$ cat src/hw/rtl/length_prefixed_bit_packer_defines.svh
// Assertion macros used by the bit packer datapath.
`ifndef LENGTH_PREFIXED_BIT_PACKER_DEFINES_SVH
`define LENGTH_PREFIXED_BIT_PACKER_DEFINES_SVH

// Same-cycle implication, checked on clk and disabled while arst_n is low.
`define LPBP_ASSERT_IMPLY(name, ante, cons, msg) \
	name: assert property (@(posedge clk) disable iff (!arst_n) (ante) |-> (cons)) else $error(msg);

// Next-cycle implication, checked on clk and disabled while arst_n is low.
`define LPBP_ASSERT_NEXT(name, ante, cons, msg) \
	name: assert property (@(posedge clk) disable iff (!arst_n) (ante) |=> (cons)) else $error(msg);

`endif

$ cat src/hw/rtl/lpbp_pkg.sv
// Command and status types shared by the bit packer controller and datapath.
package lpbp_pkg;

	localparam logic SEL_DATA   = 1'b0;
	localparam logic SEL_LENGTH = 1'b1;

	typedef struct packed {
		logic load;
		logic count;
		logic data_step;
		logic len_step;
		logic data_flush;
		logic len_flush;
	} lpbp_cmd_t;

	typedef struct packed {
		logic can_emit;
		logic count_zero;
		logic data_full;
		logic data_rem_last;
		logic len_emit;
		logic final_word;
	} lpbp_status_t;

endpackage

$ cat src/hw/rtl/lpbp_ctrl.sv
// Sequencing state machine of the bit packer.
module lpbp_ctrl (
	input  logic                  clk,
	input  logic                  arst_n,
	input  logic                  in_valid,
	output logic                  in_ready,
	input  lpbp_pkg::lpbp_status_t status,
	output lpbp_pkg::lpbp_cmd_t    cmd
);

	typedef enum logic [5:0] {
		ST_IDLE   = 6'b000001,
		ST_COUNT  = 6'b000010,
		ST_DATA   = 6'b000100,
		ST_LEN    = 6'b001000,
		ST_DFLUSH = 6'b010000,
		ST_LFLUSH = 6'b100000
	} lpbp_state_t;

	lpbp_state_t state_q;
	lpbp_state_t state_d;

	always_comb begin
		cmd     = '0;
		state_d = state_q;
		unique case (state_q)
			ST_IDLE: begin
				if (in_valid) begin
					cmd.load = 1'b1;
					state_d  = ST_COUNT;
				end
			end
			ST_COUNT: begin
				cmd.count = 1'b1;
				state_d   = status.count_zero ? ST_LEN : ST_DATA;
			end
			ST_DATA: begin
				if (!status.data_full || status.can_emit) begin
					cmd.data_step = 1'b1;
					if (status.data_rem_last) begin
						state_d = ST_LEN;
					end
				end
			end
			ST_LEN: begin
				if (!status.len_emit || status.can_emit) begin
					cmd.len_step = 1'b1;
					state_d      = status.final_word ? ST_DFLUSH : ST_IDLE;
				end
			end
			ST_DFLUSH: begin
				if (status.can_emit) begin
					cmd.data_flush = 1'b1;
					state_d        = ST_LFLUSH;
				end
			end
			ST_LFLUSH: begin
				if (status.can_emit) begin
					cmd.len_flush = 1'b1;
					state_d       = ST_IDLE;
				end
			end
			default: begin
				state_d = ST_IDLE;
			end
		endcase
	end

	always_ff @(posedge clk or negedge arst_n) begin
		if (!arst_n) begin
			state_q <= ST_IDLE;
		end else begin
			state_q <= state_d;
		end
	end

	assign in_ready = (state_q == ST_IDLE);

endmodule

$ cat src/hw/rtl/lpbp_datapath.sv
// Bit counting, byte accumulators and output register of the bit packer.
module lpbp_datapath #(
	parameter int WORD_BITS   = 32,
	parameter int LENGTH_BITS = 6
) (
	input  logic                   clk,
	input  logic                   arst_n,
	input  lpbp_pkg::lpbp_cmd_t     cmd,
	output lpbp_pkg::lpbp_status_t  status,
	input  logic [WORD_BITS-1:0]   word_value,
	input  logic                   final_word,
	output logic                   out_valid,
	input  logic                   out_ready,
	output logic                   out_select,
	output logic [7:0]             out_byte,
	output logic                   out_last,
	output logic                   out_end
);

	`include "length_prefixed_bit_packer_defines.svh"

	localparam int CW   = $clog2(WORD_BITS + 1);
	localparam int NB   = (WORD_BITS + 7) / 8;
	localparam int TW   = (NB > 1) ? $clog2(NB) : 1;
	localparam int CMPW = (CW > LENGTH_BITS) ? CW : LENGTH_BITS;
	localparam logic [CMPW-1:0] LMAX = CMPW'((1 << LENGTH_BITS) - 1);
	localparam logic [3:0]      LB   = 4'(LENGTH_BITS);

	logic [WORD_BITS-1:0] word_q;
	logic                 final_q;
	logic [CW-1:0]        count_q;
	logic [CW-1:0]        rem_q;
	logic [7:0]           dacc_q;
	logic [3:0]           dfill_q;
	logic [7:0]           lacc_q;
	logic [3:0]           lfill_q;
	logic                 oval_q;
	logic                 osel_q;
	logic [7:0]           obyte_q;
	logic                 olast_q;
	logic                 oend_q;

	// leading-one search: pick the top nonzero byte, then the top bit inside it
	logic [NB*8-1:0] padded;
	logic [NB-1:0]   byte_nz;
	logic [TW-1:0]   top;
	logic [7:0]      top_byte;
	logic [2:0]      pos;
	logic [CW-1:0]   count_d;

	always_comb begin
		padded = (NB*8)'(word_q);
		for (int b = 0; b < NB; b++) begin
			byte_nz[b] = |padded[b*8 +: 8];
		end
		top = '0;
		for (int b = 0; b < NB; b++) begin
			if (byte_nz[b]) begin
				top = TW'(b);
			end
		end
		top_byte = padded[top*8 +: 8];
		pos = '0;
		for (int j = 0; j < 8; j++) begin
			if (top_byte[j]) begin
				pos = 3'(j);
			end
		end
		count_d = (|byte_nz) ? CW'({top, pos}) + CW'(1) : '0;
	end

	// data stream step
	logic           data_full;
	logic [3:0]     space;
	logic [3:0]     dk;
	logic [CW-1:0]  shamt;
	logic [7:0]     chunk;
	logic [7:0]     dacc_d;
	logic [3:0]     dfill_d;
	logic           rem_last;

	always_comb begin
		data_full = (dfill_q == 4'd8);
		space     = data_full ? 4'd8 : 4'd8 - dfill_q;
		dk        = (rem_q < CW'(space)) ? 4'(rem_q) : space;
		shamt     = rem_q - CW'(dk);
		chunk     = 8'(word_q >> shamt) & ((8'd1 << dk) - 8'd1);
		dacc_d    = data_full ? chunk : (8'(dacc_q << dk) | chunk);
		dfill_d   = data_full ? dk : dfill_q + dk;
		rem_last  = (rem_q == CW'(dk));
	end

	// length stream step
	logic [CMPW-1:0]        cnt_ext;
	logic [LENGTH_BITS-1:0] len_val;
	logic [7:0]             len_byte;
	logic [4:0]             lsum;
	logic                   len_emit;
	logic [3:0]             lsp;
	logic [3:0]             lrest;
	logic [7:0]             len_out_byte;
	logic [7:0]             lacc_d;
	logic [3:0]             lfill_d;

	always_comb begin
		cnt_ext      = CMPW'(count_q);
		len_val      = (cnt_ext > LMAX) ? LENGTH_BITS'(LMAX) : LENGTH_BITS'(cnt_ext);
		len_byte     = 8'(len_val);
		lsum         = 5'(lfill_q) + 5'(LB);
		len_emit     = (lsum > 5'd8);
		lsp          = 4'd8 - lfill_q;
		lrest        = LB - lsp;
		len_out_byte = 8'(lacc_q << lsp) | 8'(len_byte >> lrest);
		if (len_emit) begin
			lacc_d  = len_byte & ((8'd1 << lrest) - 8'd1);
			lfill_d = lrest;
		end else begin
			lacc_d  = 8'(lacc_q << LB) | len_byte;
			lfill_d = 4'(lsum);
		end
	end

	// result selection
	logic       can_emit;
	logic       emit;
	logic       e_sel;
	logic [7:0] e_byte;
	logic       e_last;
	logic       e_end;

	always_comb begin
		can_emit = !oval_q || out_ready;
		emit     = 1'b0;
		e_sel    = lpbp_pkg::SEL_DATA;
		e_byte   = dacc_q;
		e_last   = 1'b0;
		e_end    = 1'b0;
		if (cmd.data_step && data_full) begin
			emit   = 1'b1;
			e_last = !final_q && !len_emit && rem_last;
		end else if (cmd.len_step && len_emit) begin
			emit   = 1'b1;
			e_sel  = lpbp_pkg::SEL_LENGTH;
			e_byte = len_out_byte;
			e_last = !final_q;
		end else if (cmd.data_flush) begin
			emit   = 1'b1;
			e_byte = 8'(dacc_q << (4'd8 - dfill_q));
			e_end  = 1'b1;
		end else if (cmd.len_flush) begin
			emit   = 1'b1;
			e_sel  = lpbp_pkg::SEL_LENGTH;
			e_byte = 8'(lacc_q << (4'd8 - lfill_q));
			e_last = 1'b1;
			e_end  = 1'b1;
		end
	end

	always_ff @(posedge clk or negedge arst_n) begin
		if (!arst_n) begin
			dacc_q  <= '0;
			dfill_q <= '0;
			lacc_q  <= '0;
			lfill_q <= '0;
			oval_q  <= 1'b0;
		end else begin
			if (cmd.data_step) begin
				dacc_q  <= dacc_d;
				dfill_q <= dfill_d;
			end else if (cmd.data_flush) begin
				dacc_q  <= '0;
				dfill_q <= '0;
			end
			if (cmd.len_step) begin
				lacc_q  <= lacc_d;
				lfill_q <= lfill_d;
			end else if (cmd.len_flush) begin
				lacc_q  <= '0;
				lfill_q <= '0;
			end
			if (emit) begin
				oval_q <= 1'b1;
			end else if (out_ready) begin
				oval_q <= 1'b0;
			end
		end
	end

	always_ff @(posedge clk) begin
		if (cmd.load) begin
			word_q  <= word_value;
			final_q <= final_word;
		end
		if (cmd.count) begin
			count_q <= count_d;
			rem_q   <= count_d;
		end else if (cmd.data_step) begin
			rem_q <= rem_q - CW'(dk);
		end
		if (emit) begin
			osel_q  <= e_sel;
			obyte_q <= e_byte;
			olast_q <= e_last;
			oend_q  <= e_end;
		end
	end

	always_comb begin
		status.can_emit      = can_emit;
		status.count_zero    = (count_d == '0);
		status.data_full     = data_full;
		status.data_rem_last = rem_last;
		status.len_emit      = len_emit;
		status.final_word    = final_q;
	end

	assign out_valid  = oval_q;
	assign out_select = osel_q;
	assign out_byte   = obyte_q;
	assign out_last   = olast_q;
	assign out_end    = oend_q;

	`LPBP_ASSERT_IMPLY(a_emit_room, emit, can_emit, "beat emitted into occupied output register")
	`LPBP_ASSERT_IMPLY(a_step_bits, cmd.data_step, rem_q != '0, "data step with no bits left")
	`LPBP_ASSERT_IMPLY(a_fill_range, 1'b1, (dfill_q <= 4'd8) && (lfill_q <= 4'd8), "fill out of range")
	`LPBP_ASSERT_NEXT(a_flush_clear, cmd.len_flush, (dfill_q == 4'd0) && (lfill_q == 4'd0), "streams not empty after flush")

endmodule

$ cat src/hw/rtl/length_prefixed_bit_packer.sv
// Length-prefixed bit packer: word bits to a data byte stream, bit counts to a length stream.
// A word passes through these steps from acceptance: load, find the bit count, one step per data
// byte chunk (0 to 5 at the default width), one for the length bits, and on a final word a data
// flush and a length flush; stalls on the output beat register hold these steps.
// Results leave through a one-beat output register; the next word is taken once the last step ends.
// Reset clears the sequencer, both byte accumulators and their fill counts, and the output valid.
module length_prefixed_bit_packer #(
	parameter int WORD_BITS   = 32,
	parameter int LENGTH_BITS = 6
) (
	input  logic                                clk,
	input  logic                                arst_n,
	input  logic                                s_axis_tvalid,
	output logic                                s_axis_tready,
	input  logic [((WORD_BITS + 7) / 8) * 8 - 1:0] s_axis_tdata, // word_value
	input  logic                                s_axis_tlast,
	output logic                                m_axis_tvalid,
	input  logic                                m_axis_tready,
	output logic [7:0]                          m_axis_tdata, // byte_out
	output logic [1:0]                          m_axis_tuser, // stream_select, stream_end
	output logic                                m_axis_tlast
);

	lpbp_pkg::lpbp_cmd_t    cmd;
	lpbp_pkg::lpbp_status_t status;
	logic                   out_select;
	logic                   out_end;

	lpbp_ctrl u_ctrl (
		.clk      (clk),
		.arst_n   (arst_n),
		.in_valid (s_axis_tvalid),
		.in_ready (s_axis_tready),
		.status   (status),
		.cmd      (cmd)
	);

	lpbp_datapath #(
		.WORD_BITS   (WORD_BITS),
		.LENGTH_BITS (LENGTH_BITS)
	) u_datapath (
		.clk        (clk),
		.arst_n     (arst_n),
		.cmd        (cmd),
		.status     (status),
		.word_value (s_axis_tdata[WORD_BITS-1:0]),
		.final_word (s_axis_tlast),
		.out_valid  (m_axis_tvalid),
		.out_ready  (m_axis_tready),
		.out_select (out_select),
		.out_byte   (m_axis_tdata),
		.out_last   (m_axis_tlast),
		.out_end    (out_end)
	);

	assign m_axis_tuser = {out_end, out_select};

endmodule

$ cat config.mk
export PLATFORM = sky130hd
export DESIGN_NAME = length_prefixed_bit_packer
export DESIGN_NICKNAME = d
export VERILOG_FILES = /design/src/hw/rtl/lpbp_pkg.sv /design/src/hw/rtl/lpbp_ctrl.sv /design/src/hw/rtl/lpbp_datapath.sv /design/src/hw/rtl/length_prefixed_bit_packer.sv
export VERILOG_INCLUDE_DIRS = /design/src /design/src/hw/rtl
export SDC_FILE = /design/constraint.sdc
export NUM_CORES = 1
export LEC_CHECK = 0
export BUFFER_PORTS_ARGS = -buffer_cell sky130_fd_sc_hd__buf_4
export CORE_AREA = 2 2 107 109
export CTS_CLUSTER_SIZE = 28
export DETAILED_ROUTE_END_ITERATION = 8
export DIE_AREA = 0 0 109 111
export GPL_TIMING_DRIVEN = 0
export HOLD_SLACK_MARGIN = 0.08
export PLACE_DENSITY_LB_ADDON = 0.15
export SLEW_MARGIN = 20
export SYNTH_ARGS = -nofsm -noshare
export SYNTH_HDL_FRONTEND = slang
export SYNTH_SLANG_ARGS = --single-unit
export TNS_END_PERCENT = 100
$ cat constraint.sdc
create_clock -name clk -period 10.05 [get_ports clk]
set_input_delay 2.01 -clock clk [delete_from_list [all_inputs] [get_ports clk]]
set_output_delay 2.01 -clock clk [all_outputs]
set_load 0.005 [all_outputs]
==> impl_metrics.toml <==
[detailed_routing]
detail_route.first_pass.iterations = 5
ant_nets = 0
num_vias = 6373
via_per_inst = 6.823
routed_wire_length_per_instance_um = 21.07
drt_first_iter_violations = 545
post-route-drc-count = 0
postRouteWirelength_um = 19680

[die]
core_region_area_sq_mm = 0.01108
die_y_um = 111
floorplan.rows = 39
ioPinCount = 50
floorplan.die.width_um = 109
start_util_pct = 62.48
fp.dieArea_sq_mm = 0.01210

[synth]
netlist_top_cells_area = "edfxtp_1, dfrtp_1, mux2i_1"
ys_top_cells_by_count = "nand2_1, mux2i_1, edfxtp_1"
mappedNetlistArea_sq_mm = 0.006920
synthArstFlopShare_pct = 34.88
synthesis.nets = 780
syn_avg_cell_area_sq_um = 9.532
share_of_synthesized_area_occupied_by_flip_flops_and_latches_pct = 35.17
ys_warn_count = 0
synth_top_cell_by_area = "edfxtp_1"
number_of_instances_in_the_synthesized_netlist = 726
synth_top_area_share_pct = 24.30
ys_ff_latch = 86
synth_cell_types = 88
synth-main-ff-cell = "edfxtp_1"
synth_edf_count = 56
leading_cell_type_by_number_of_instances_after_synthesis = "nand2_1"

[timing]
final-setup-viol-count = 0
fmax_mhz = 130.1
finalCritPeriodShare_pct = 76.48
normalized_max_slew_margin_pct = 41.95
worstMarginPinSlew_ns = 0.8645
drv_slew = 0
fin_tns_setup_ns = 0
hold-worst-slack_ns = 0.4953
rsz_0062_raised_after_global_routing = "false"
fin_crit_ns = 7.686
hold_violation_count_in_the_final_report = 0
fin_worst_skew_ns = 0.01235

[global_routing]
grt_max_degree = 34
number_of_antenna_violations_at_the_first_check_in_global_routing = 0
first_global_vias = 6196
grt.total_usage_pct = 33.91
grt_first_pass_wirelength_um = 31930
grt_remaining_overflow = 0

[placed_design]
gpl_congestion = 1.042
detailed_place.area_sq_mm = 0.007468
port_buffers = 49
dp_hpwl_um = 14880

[critical_path]
crit_required_ns = 10.29
timing.reg2reg.setup_slack_ns = 2.36
critical_path_arrival_ns = 7.93
worstSetupEndpointType = "flip-flop"
critPathMaxFanout = 10
cp-start-kind = "flip-flop"
timing.setup.critical_path_class = "reg2reg"

[cells_and_area]
finish.net_count = 840
post_route_cells_drive_above_1_share_pct = 16.81
utilization_pct = 70.06
final_cell_area_sq_mm = 0.007760
syn2layout_area_growth_pct = 12.13
diodes = 0

[run]
cap_viol_max_count = 0

[clocking]
clock_tree.buffer_depth = 2
post_cts_repair_setup_buffers = 0
clockRootBuffer = "clkbuf_16"
cts_tree = "yes"
worst_skew_pair.late_latency_ns = 0.36
post_cts_resized = 0
cts_made_buffers = 9
clock_tree.htree_level_count = 3
clkSinkCount = 86
cts_hold_repair.buffers = 0
cts.reportedPaths.clkPinSlew_ns = 0.07

[hold_path]
class_of_the_worst_hold_path = "reg2reg"

[status]
run_status = "finished, final reports clean"
[area by class of cell]
cell class,instances,area [sq um]
buffer,48,220.2
tap,143,178.9
sequential,86,2434
inverter,18,67.56
clock buffer,9,225.2
clock inverter,7,53.80
multi-input combinational,574,4213
fill,869,3317
timing repair buffer,49,367.9
[state kept, by name, summed over array words and instances (netlist names)]
signal	count
u_datapath.padded	32
u_datapath.dacc_q	8
u_datapath.lacc_q	8
u_datapath.out_byte	8
u_ctrl.state_q	6
u_datapath.cnt_ext	6
u_datapath.rem_q	6
u_datapath.dfill_q	4
u_datapath.lfill_q	3
u_datapath.final_q	1
u_datapath.out_end	1
u_datapath.out_last	1
u_datapath.out_select	1
u_datapath.out_valid	1
[metal layers]
| layer | track usage, % | vias to the layer above | part of all wire (%) |
|---|---|---|---|
| met2 | 57.72 | 362 | 50 |
| met1 | 42.48 | 3025 | 39 |
| met5 | 0 | - | 0 |
| li1 | - | 2920 | - |
| met3 | 4.644 | 66 | 6.7 |
| met4 | 14.96 | 0 | 4.0 |
[cell families (layout without fill, tap and decap cells)]
group	Yosys count	in the layout	share of synthesized area, %
buffers and inverters	66	131	4.158
and+or+nand+nor	238	238	17.21
AOI/OAI and AO/OA	205	205	20.12
adders and majority gates	19	19	3.363
DFF	86	86	35.17
other	2	2	0.1085
xor gates and xnor gates	16	16	2.730
muxes	94	94	17.14
[path summary, 6_finish.rpt]
kind / from / endpoint / cells past startpoint
worst max-delay path: u_datapath.dfill_q[0] / u_datapath.dacc_q[4] / 25
worst min-delay path: u_datapath.lacc_q[7] / u_datapath.lacc_q[7] / 1
worst max register to register: u_datapath.dfill_q[0] / u_datapath.dacc_q[4] / 25
worst min register to register: u_datapath.lacc_q[7] / u_datapath.lacc_q[7] / 1
max in group asynchronous: arst_n / u_ctrl.state_q[0] / 1
min in group asynchronous: arst_n / u_datapath.dfill_q[1] / 1
[worst max-delay path, stage by stage, from the launching register on]
cell and delay, ns:
dfrtp_1 0.35, buf_4 0.17, inv_1 0.11, ha_1 0.21, buf_4 0.17, xnor2_2 0.32, clkinv_1 0.37, ha_1 0.37
or4b_4 0.56, o221ai_1 0.23, a32oi_1 0.23, buf_2 0.27, mux2i_2 0.62, inv_1 0.26, ha_1 0.31, inv_1 0.13
ha_1 0.35, clkbuf_1 0.50, clkbuf_1 0.62, mux2i_1 0.30, nand2_1 0.07, o21ai_0 0.24, mux2i_1 0.15, mux2_2 0.29
a22oi_1 0.24, o21ai_1 0.09
[through the flow]
stage / worst slack [ns] / instances
after floorplan: 3.932 / 726
after global placement: 2.647 / 918
after detailed placement: 2.544 / 918
after CTS: 2.491 / 934
after global routing: 1.764 / 934
final: 2.364 / 934
[layout by cell type, fill, tap and decap left out, types with 5 or more instances in the layout]
cell,synthesis,final
a211oi_1,15,15
a21oi_1,49,49
a22oi_1,7,7
a31oi_1,14,14
and2_1,6,5
and3_1,7,7
buf_2,5,5
buf_4,7,56
clkbuf_1,31,31
clkbuf_16,0,9
dfrtp_1,29,29
edfxtp_1,56,56
ha_1,17,17
inv_1,16,16
mux2_2,13,13
mux2i_1,62,62
mux4_2,18,18
nand2_1,73,73
nand2b_1,6,6
nand3_1,37,37
nand4_1,8,8
nor2_1,45,45
nor2b_1,11,11
nor3_1,11,11
nor4_1,9,7
o21ai_0,48,48
o21bai_1,6,6
o221ai_1,5,5
o31ai_1,6,6
or3_1,5,5
xnor2_1,8,8
Power is not shown: default switching activity piles up to over one toggle a cycle in this logic, so the estimate is an artifact.
